**src/sbc_pkg.sv**
```systemverilog
// ----------------------------------------------------------------------------
// Skip-bigram counter package
// Shared constants, payload structs, queue entry and sequencer state types.
// ----------------------------------------------------------------------------
package sbc_pkg;

   // Default sizes for the top-level parameters.
   localparam int DEF_OFFSETS    = 16;
   localparam int DEF_COUNT_BITS = 32;

   // Fixed field widths.
   localparam int BYTE_BITS = 8;
   localparam int OUT_BITS  = 32;

   // Depth of the queue between the front and back ends (a power of two).
   localparam int QUEUE_DEPTH = 2;

   // Action codes of an input item.
   localparam logic ACT_PUSH = 1'b0;
   localparam logic ACT_READ = 1'b1;

   // Input item.
   typedef struct packed {
      logic                 action;
      logic [BYTE_BITS-1:0] byte_value;
      logic [3:0]           read_offset;
      logic [BYTE_BITS-1:0] read_prior;
      logic [BYTE_BITS-1:0] read_next;
   } sbc_req_type;

   // Result item.
   typedef struct packed {
      logic [OUT_BITS-1:0] pair_count;
      logic [OUT_BITS-1:0] row_count;
   } sbc_rsp_type;

   // Operation class assigned by the front end.
   typedef enum logic [1:0] {
      OP_PUSH,
      OP_READ,
      OP_READ_NONE
   } sbc_op_type;

   // Queue entry handed from the front end to the back end.
   typedef struct packed {
      sbc_op_type           op;
      logic [BYTE_BITS-1:0] byte_value;
      logic [3:0]           read_offset;
      logic [BYTE_BITS-1:0] read_prior;
      logic [BYTE_BITS-1:0] read_next;
   } sbc_entry_type;

   // Back-end sequencer states.
   typedef enum logic [2:0] {
      ST_CLEAR,
      ST_IDLE,
      ST_PUSH,
      ST_DRAIN,
      ST_READ
   } sbc_state_type;

endpackage

```
**src/sbc_queue.sv**
```systemverilog
// ----------------------------------------------------------------------------
// Skip-bigram counter queue
// Short FIFO of classified items between the front end and the back end.
// ----------------------------------------------------------------------------
module sbc_queue (
   input  logic                  clock,
   input  logic                  reset,
   input  logic                  push_valid,
   output logic                  push_ready,
   input  sbc_pkg::sbc_entry_type push_entry,
   output logic                  pop_valid,
   input  logic                  pop_ready,
   output sbc_pkg::sbc_entry_type pop_entry
);

   import sbc_pkg::*;

   localparam int PTR_BITS   = (QUEUE_DEPTH > 1) ? $clog2(QUEUE_DEPTH) : 1;
   localparam int COUNT_BITS = $clog2(QUEUE_DEPTH + 1);

   sbc_entry_type         entries_ff [QUEUE_DEPTH];
   logic [PTR_BITS-1:0]   wr_ptr_ff, wr_ptr_in;
   logic [PTR_BITS-1:0]   rd_ptr_ff, rd_ptr_in;
   logic [COUNT_BITS-1:0] count_ff, count_in;
   logic                  do_push;
   logic                  do_pop;

   // Handshake status.
   assign push_ready = (count_ff != COUNT_BITS'(QUEUE_DEPTH));
   assign pop_valid  = (count_ff != '0);
   assign pop_entry  = entries_ff[rd_ptr_ff];
   assign do_push    = push_valid && push_ready;
   assign do_pop     = pop_valid && pop_ready;

   // Pointer and occupancy update; the depth is a power of two, so pointers wrap.
   always_comb begin
      wr_ptr_in = do_push ? wr_ptr_ff + PTR_BITS'(1) : wr_ptr_ff;
      rd_ptr_in = do_pop ? rd_ptr_ff + PTR_BITS'(1) : rd_ptr_ff;
      count_in  = count_ff;
      if (do_push && !do_pop) begin
         count_in = count_ff + COUNT_BITS'(1);
      end else if (do_pop && !do_push) begin
         count_in = count_ff - COUNT_BITS'(1);
      end
   end

   always_ff @(posedge clock) begin
      if (reset) begin
         wr_ptr_ff <= '0;
         rd_ptr_ff <= '0;
         count_ff  <= '0;
      end else begin
         wr_ptr_ff <= wr_ptr_in;
         rd_ptr_ff <= rd_ptr_in;
         count_ff  <= count_in;
      end
   end

   // Entry storage.
   always_ff @(posedge clock) begin
      if (do_push) begin
         entries_ff[wr_ptr_ff] <= push_entry;
      end
   end

endmodule

```
**config.mk**
```make
export PLATFORM = sky130hd
export DESIGN_NAME = sbc_queue
export DESIGN_NICKNAME = d
export VERILOG_FILES = /design/src/sbc_pkg.sv /design/src/sbc_queue.sv
export SDC_FILE = /design/constraint.sdc
export NUM_CORES = 1
export LEC_CHECK = 0
export BUFFER_PORTS_ARGS = -buffer_cell sky130_fd_sc_hd__buf_2
export CELL_PAD_IN_SITES_DETAIL_PLACEMENT = 0
export CELL_PAD_IN_SITES_GLOBAL_PLACEMENT = 1
export CORE_MARGIN = 2
export CORE_UTILIZATION = 43
export CTS_CLUSTER_DIAMETER = 120
export CTS_CLUSTER_SIZE = 24
export DETAILED_ROUTE_END_ITERATION = 10
export PLACE_DENSITY_LB_ADDON = 0.1
export SLEW_MARGIN = 15
export SYNTH_ARGS = -nofsm -noshare
export SYNTH_HDL_FRONTEND = slang
export SYNTH_SLANG_ARGS = --single-unit
```
**constraint.sdc**
```tcl
create_clock -name clock -period 2.3 [get_ports clock]
set_input_delay 0.46 -clock clock [delete_from_list [all_inputs] [get_ports clock]]
set_output_delay 0.46 -clock clock [all_outputs]
set_load 0.02 [all_outputs]
```
* Word-level counts from Yosys, hierarchy flattened
Memory sizes are Yosys's and may differ from the RTL's. A register that Yosys moved wholly into a read port is not among the register bits. Cells that the tools add are included.
Word-level totals: output and inout port bits 32, bits in writable memories 60, flip-flop bits (word level) 4, input bits 34, memories 1, word-level logic and storage cells 23
Operators by class: reduce and logical (&&, ||, !) cells 8, add/sub/neg operators 4, muxes and demuxes 6, equal/unequal tests 1
Memory list:
- entries_ff | depth 2, bits a word 30, rd ports 1, clocked after memory_dff 1, write ports 1, line sbc_queue.sv:21 | sbc_entry_type entries_ff [QUEUE_DEPTH];
Operator list (number):
- logical AND 1 bit | 4
- two-way mux 1 bit | 4
- two-way mux 2 bit | 2
- nonzero test 2 bit | 2
- adder 1 bit (second input constant) | 2
- adder 2 x 1 -> 2 bit (second input constant) | 1
- logical NOT 1 bit | 2
- inequality test 2 bit (second input constant) | 1
- subtractor 2 x 1 -> 2 bit (second input constant) | 1

* Longest topological paths before layout
Gate-level depths: netlist of the first run.
word-level depth 6, depth in mapped cells 6, mapped depth without buffers 6

* Worst setup path before layout of the first run
OpenSTA, ideal clock, no wires.
path type reg2reg, start register count_ff[0], end memory entries_ff[1][0] (netlist bit) (enable), library setup time 0.390 ns, path buffers 0, data arrival time 1.516 ns, required time 1.910 ns, stages on the path, launching flop included 3, path slack 0.394 ns, clock period less this slack 1.906 ns, path through dfxtp_1 > nand2b_1 > and3_1
Between the ends: word-level cells in the longest chain between the ends 4
RTL lines:
- start, declared | line sbc_queue.sv:24 | logic [COUNT_BITS-1:0] count_ff, count_in;
- start signal, assigned | line sbc_queue.sv:55 | count_ff <= count_in;
- inequality test 2 bit | line sbc_queue.sv:29 | assign push_ready = (count_ff != COUNT_BITS'(QUEUE_DEPTH));
- net push_ready | line sbc_queue.sv:9 | output logic push_ready,
- logical AND 1 bit | line sbc_queue.sv:32 | assign do_push = push_valid && push_ready;
- two-way mux 1 bit | line sbc_queue.sv:61 | if (do_push) begin
- two-way mux 1 bit (not written as such) | line sbc_queue.sv:62 | entries_ff[wr_ptr_ff] <= push_entry;
- end, declared | line sbc_queue.sv:21
The timed path passes the listed nets, and every way through them passes these cells.

==> reports/results.txt, run 1 <==
CTS buffer count - 9
unrepaired setup endpoints after global routing - no
WHS - 0.323 ns
Final Max Tran Viols - 0
Comb power frac - 28.3%
Req. time, crit path - 1.84 ns
initial antenna violation count - 0
Ports - 66
largest net degree at the start of global routing - 17
Port Buffers - 65
Design Power - 3370 µW
global-route wire length before repair - 6380 µm
worst-margin pin slew - 0.330 ns
#FFs+latches synth - 65
Clock Latency Late Sink - 0.32 ns
setup bufs post-CTS - 0
Worst Hold Depth - 1
Tcrit/Tclk final - 89.6%
final WL - 3920 µm
WP data arrival - 1.60 ns
vias in the first global route - 1398
sum of negative setup slack - 0 ns
Critical Path Start Type - flip-flop
DRT antenna net count - 0
Die W - 78.4 µm
clock buffer depth - 2
# diodes - 0
cts hold-fix bufs - 0
Core ar. - 0.00541 mm²
Switch Pwr - 995 µW
r2r setup slk - 0.62 ns
Starting Density - 44.0%
status - finished, final reports clean
count of standard-cell rows - 27
Clock Skew - 0.00701 ns
max cap viols - 0
layout cells sized above 1 - 57.7%
GRT Util Overall - 14.1%
1st-iter DRT viols - 51
Yosys warnings - 0
area grow syn2layout - 26.4%
Final Core Density - 55.6%
Synth top area share - 75.8%
Crit Path Class - reg2out
Clk pwr share - 25.9%
hold_sp - push_entry[29]
synthesized area per cell - 20.3 µm²
Internal Power - 2370 µW
ranking of synthesized cells by area - edfxtp_1, mux2_2, dfxtp_1
final layout net count - 232
Unique masters post-synth - 17
sw frac - 29.5%
Mapped Nets - 152
die area - 0.00614 mm²
post-DP HPWL - 2730 µm
H-tree depth - 3
DR vias - 1269
cell taking the most area after synthesis - edfxtp_1
most frequent cells in the layout - buf_2, edfxtp_1, mux2_2, clkbuf_8, buf_4
relative slew slack - 77.8%
CP max FO - 9
Worst Hold Endpoint - entries_ff[1][29]
Max rail drop VDD - 0.606 mV
Die Y - 78.4 µm
r2r endpoint - count_ff[1]
Pwr Density - 1120 mW/mm²
leading cell type in the layout, fill and taps excluded - buf_2
final setup fails - 0
maximum operating frequency - 485 MHz
Hold WC Path Type - in2reg
CTS clk-pin slew, worst paths - 0.06 ns
gr ovfl total - 0
post-synthesis instance total - 117
Leakage - 0.00115 µW
cells on worst reg2reg path - 5
Crit. End Element - primary output
CTS resizes - 0
CTS root buf - clkbuf_8
routability cong. - 0.595
Tmin final - 2.06 ns
Syn Std Cell Area - 0.00238 mm²
CTS tree - yes
TritonCTS sink count - 65
filler instances - 474
Vias/cell - 4.65
Final Hold Vio Count - 0
Sequential Power Share - 45.8%
Seq/Total Area, Yosys - 80.0%
Remaining DRCs - 0
wire per inst - 14.3 µm
reg-to-reg startpoint - count_ff[0]
drt first pass iters - 4
## synthesized netlist by cell type
| cell | number |
|---|---|
| or3_1 | 1 |
| xor2_1 | 3 |
| and3_1 | 1 |
| o21ai_0 | 2 |
| edfxtp_1 | 60 |
| inv_1 | 1 |
| ha_1 | 1 |
| nand2b_1 | 1 |
| mux2_2 | 30 |
| a21bo_2 | 1 |
| or2_2 | 1 |
| and2_1 | 1 |
| nand3b_1 | 1 |
| buf_2 | 3 |
| nor2_1 | 3 |
| dfxtp_1 | 5 |
| a21oi_1 | 2 |
## per-stage QoR
step | cell area (µm²) | instances | setup slack (ns)
final | 3010 | 273 | 0.240
after global routing | 3010 | 273 | 0.120
after CTS | 3010 | 273 | 0.189
after detailed placement | 2830 | 258 | 0.551
after global placement | 2830 | 258 | 0.569
after floorplan | 2380 | 117 | 0.394
## power groups by stage
stage,combinational (µW),sequential (µW),clock [µW]
finish,953,1540,871
global route,1030,1570,940
CTS,970,1550,902
detailed placement,966,1570,0
global placement,952,1560,0
floorplan,670,1540,0
## registers in the layout, indices dropped and copies added, names as in the netlist, named ones only
| signal | cells |
|---|---|
| count_ff | 2 |
| entries_ff | 60 |
| rd_ptr_ff | 1 |
| wr_ptr_ff | 1 |
## worst max-delay path by stage
stage,start,endpoint,cells after the start
after global routing,flip-flop,pop_entry[17],3
final,flip-flop,pop_entry[17],3
after CTS,flip-flop,pop_entry[17],3
after global placement,flip-flop,pop_entry[5],3
after detailed placement,flip-flop,pop_entry[6],3
after floorplan,count_ff[0],entries_ff[1][0],2
## layer usage
metal	up-vias	track usage (%)	share of wire [%]
li1	612	-	-
met5	-	0	0
met4	0	7.89	2.0
met3	8	3.68	4.5
met2	42	23.4	52
met1	607	16.7	42
## cell families after synthesis
group	after synthesis	synth area share [%]
AO/OA/AOI/OAI	5	1.26
XOR/XNOR	3	1.11
adder cells (fa/ha/maj)	1	0.526
AND/OR/NAND/NOR	9	2.11
buffers and inverters	4	0.789
flip-flops	65	80.0
multiplexers	30	14.2
## area by class of cell
class	count	area, µm²	area share (%)
clock buffer	10	128	4.25
clock inverter	5	47.5	1.58
inverter	1	3.75	0.125
multi-input combinational	48	457	15.2
sequential	65	1900	63.3
tap	72	90.1	3.00
timing repair buffer	72	378	12.6
## critical path: stages, from the launching register on
cell	delay, ns
dfxtp_1	0.52
buf_4	0.25
mux2_2	0.36
buf_2	0.16
No activity file was read; power rests on OpenSTA's default activity.
==> inputs of run 2 (changes only) <==
Settings changed: CORE_UTILIZATION 43 to 46.
Clock period 2.3 ns to 2.6 ns, I/O delays scaled along.
==> reports/results.txt, run 2 (synthesis gave the netlist of run 1 again) <==
WP buf/inv - 2 (unchanged)
Remaining DRCs - 0 (unchanged)
count of standard-cell rows - 26 (was 27)
sw frac - 30.3% (was 29.5%)
Die Y - 75.9 µm (was 78.4 µm)
initial antenna violation count - 0 (unchanged)
wire per inst - 14.2 µm (was 14.3 µm)
Max rail drop VDD - 0.455 mV (was 0.606 mV)
H-tree depth - 3 (unchanged)
Max stage delay on crit path - 0.37 ns (was 0.52 ns)
CP max FO - 19 (was 9)
# diodes - 0 (unchanged)
Sequential Power Share - 47.4% (was 45.8%)
Pwr Density - 962 mW/mm² (was 1120 mW/mm²)
die area - 0.00576 mm² (was 0.00614 mm²)
delay-heaviest family, CP - buffers and inverters (was flip-flops)
relative slew slack - 80.9% (was 77.8%)
clock buffer depth - 2 (unchanged)
TritonCTS sink count - 65 (unchanged)
crit-path cells - buf_4 -> mux2_2 -> buf_2 (unchanged)
routability cong. - 0.683 (was 0.595)
final setup fails - 0 (unchanged)
cts hold-fix bufs - 0 (unchanged)
CTS resizes - 0 (unchanged)
Levels on crit path - 3 (unchanged)
status - finished, final reports clean (unchanged)
WHS - 0.376 ns (was 0.323 ns)
Critical Path Start Type - flip-flop (unchanged)
Starting Density - 47.1% (was 44.0%)
sum of negative setup slack - 0 ns (unchanged)
vias in the first global route - 1241 (was 1398)
leading cell type in the layout, fill and taps excluded - buf_2 (unchanged)
Clock Latency Late Sink - 0.33 ns (was 0.32 ns)
Port Buffers - 65 (unchanged)
GRT Util Overall - 14.0% (was 14.1%)
layout cells sized above 1 - 58.3% (was 57.7%)
final layout net count - 231 (was 232)
Internal Power - 1990 µW (was 2370 µW)
Die W - 75.9 µm (was 78.4 µm)
Tcrit/Tclk final - 75.6%
Final Core Density - 58.9% (was 55.6%)
Final WS setup - 0.634 ns (was 0.240 ns)
maximum operating frequency - 509 MHz
reg-to-reg startpoint - count_ff[0] (unchanged)
Worst Hold Depth - 1 (unchanged)
pre-CTS WS - 0.923 ns (was 0.551 ns)
CTS root buf - clkbuf_8 (unchanged)
Crit Path Class - reg2out (unchanged)
Leakage - 0.00114 µW (was 0.00115 µW)
1st-iter DRT viols - 33 (was 51)
Hold WC Path Type - in2reg (unchanged)
Vias/cell - 4.73 (was 4.65)
most frequent cells in the layout - buf_2, edfxtp_1, mux2_2, clkbuf_8, buf_4 (unchanged)
Clk pwr share - 23.1% (was 25.9%)
unrepaired setup endpoints after global routing - no (unchanged)
final WL - 3830 µm (was 3920 µm)
Ports - 66 (unchanged)
DR vias - 1273 (was 1269)
gr ovfl total - 0 (unchanged)
Final Max Tran Viols - 0 (unchanged)
Crit-path slowest cell - mux2_2 (was dfxtp_1)
Comb power frac - 29.5% (was 28.3%)
biggest regs - entries_ff: 60 flops, count_ff: 2 flops (unchanged)
Final Hold Vio Count - 0 (unchanged)
Clock Skew - 0.00512 ns (was 0.00701 ns)
area grow syn2layout - 24.9% (was 26.4%)
largest reg by FF count - entries_ff (unchanged)
Core ar. - 0.00504 mm² (was 0.00541 mm²)
Tmin final - 1.97 ns
max cap viols - 0 (unchanged)
post-DP HPWL - 2640 µm (was 2730 µm)
r2r setup slk - 0.96 ns (was 0.62 ns)
Switch Pwr - 865 µW (was 995 µW)
setup bufs post-CTS - 0 (unchanged)
number of flip-flops under the largest register name - 60 (unchanged)
hold_sp - push_entry[24] (was push_entry[29])
drt first pass iters - 4 (unchanged)
CTS buffer count - 9 (unchanged)
CTS clk-pin slew, worst paths - 0.06 ns (about the same)
largest net degree at the start of global routing - 20 (was 17)
WP data arrival - 1.45 ns (was 1.60 ns)
DRT antenna net count - 0 (unchanged)
Crit. End Element - primary output (unchanged)
worst-margin pin slew - 0.283 ns (was 0.330 ns)
CTS tree - yes (unchanged)
Req. time, crit path - 2.08 ns (was 1.84 ns)
global-route wire length before repair - 5440 µm (was 6380 µm)
cells on worst reg2reg path - 5 (unchanged)
run 2: changes by cell type in the layout (fill, tap and decap cells not counted), sizes merged:
cell,previous run,this run
buf,72,71
bufinv,1,0
clkinv,4,3
clkinvlp,0,1
run 2: layout make-up:
class | count | area [µm²]
fill | 401 | 2070
sequential | 65 | 1900
multi-input combinational | 48 | 457
timing repair buffer | 71 | 370
clock buffer | 10 | 128
tap | 70 | 87.6
clock inverter | 4 | 22.5
inverter | 1 | 3.75
run 2: worst reg2reg max path, delay by kind of cell, from the launching register on:
family / cells / cell delay [ns]
and+or+nand+nor: 3 / 0.76
adders and majority gates: 1 / 0.33
DFF: 1 / 0.35
AOI/OAI and AO/OA: 1 / 0.14
run 2: metal layers:
metal | track usage, % | wire length, µm | part of all wire (%) | up-vias
li1 | - | - | - | 607
met1 | 14.2 | 1480 | 39 | 611
met2 | 22.4 | 1960 | 51 | 46
met3 | 7.28 | 304 | 7.9 | 9
met4 | 9.36 | 85 | 2.2 | 0
met5 | 0 | 0 | 0 | -
run 2: power groups by stage:
stage	logic, µW	clock network (µW)	registers [µW]
floorplan	593	0	1370
global placement	840	0	1370
detailed placement	858	0	1380
CTS	862	686	1360
global route	920	734	1370
finish	843	661	1360
run 2: path summary, 6_finish.rpt:
path	end
hold / removal	entries_ff[1][24]
hold reg to reg	rd_ptr_ff
setup / recovery	pop_entry[26]
setup reg to reg	count_ff[1]
run 2: through the flow:
| step | total power, µW | cells | cell area, µm² |
|---|---|---|---|
| after floorplan | 1960 | 117 | 2380 |
| after CTS | 2900 | 269 | 2970 |
| final | 2860 | 269 | 2970 |
| after detailed placement | 2240 | 255 | 2820 |
| after global routing | 3020 | 269 | 2970 |
| after global placement | 2210 | 255 | 2820 |
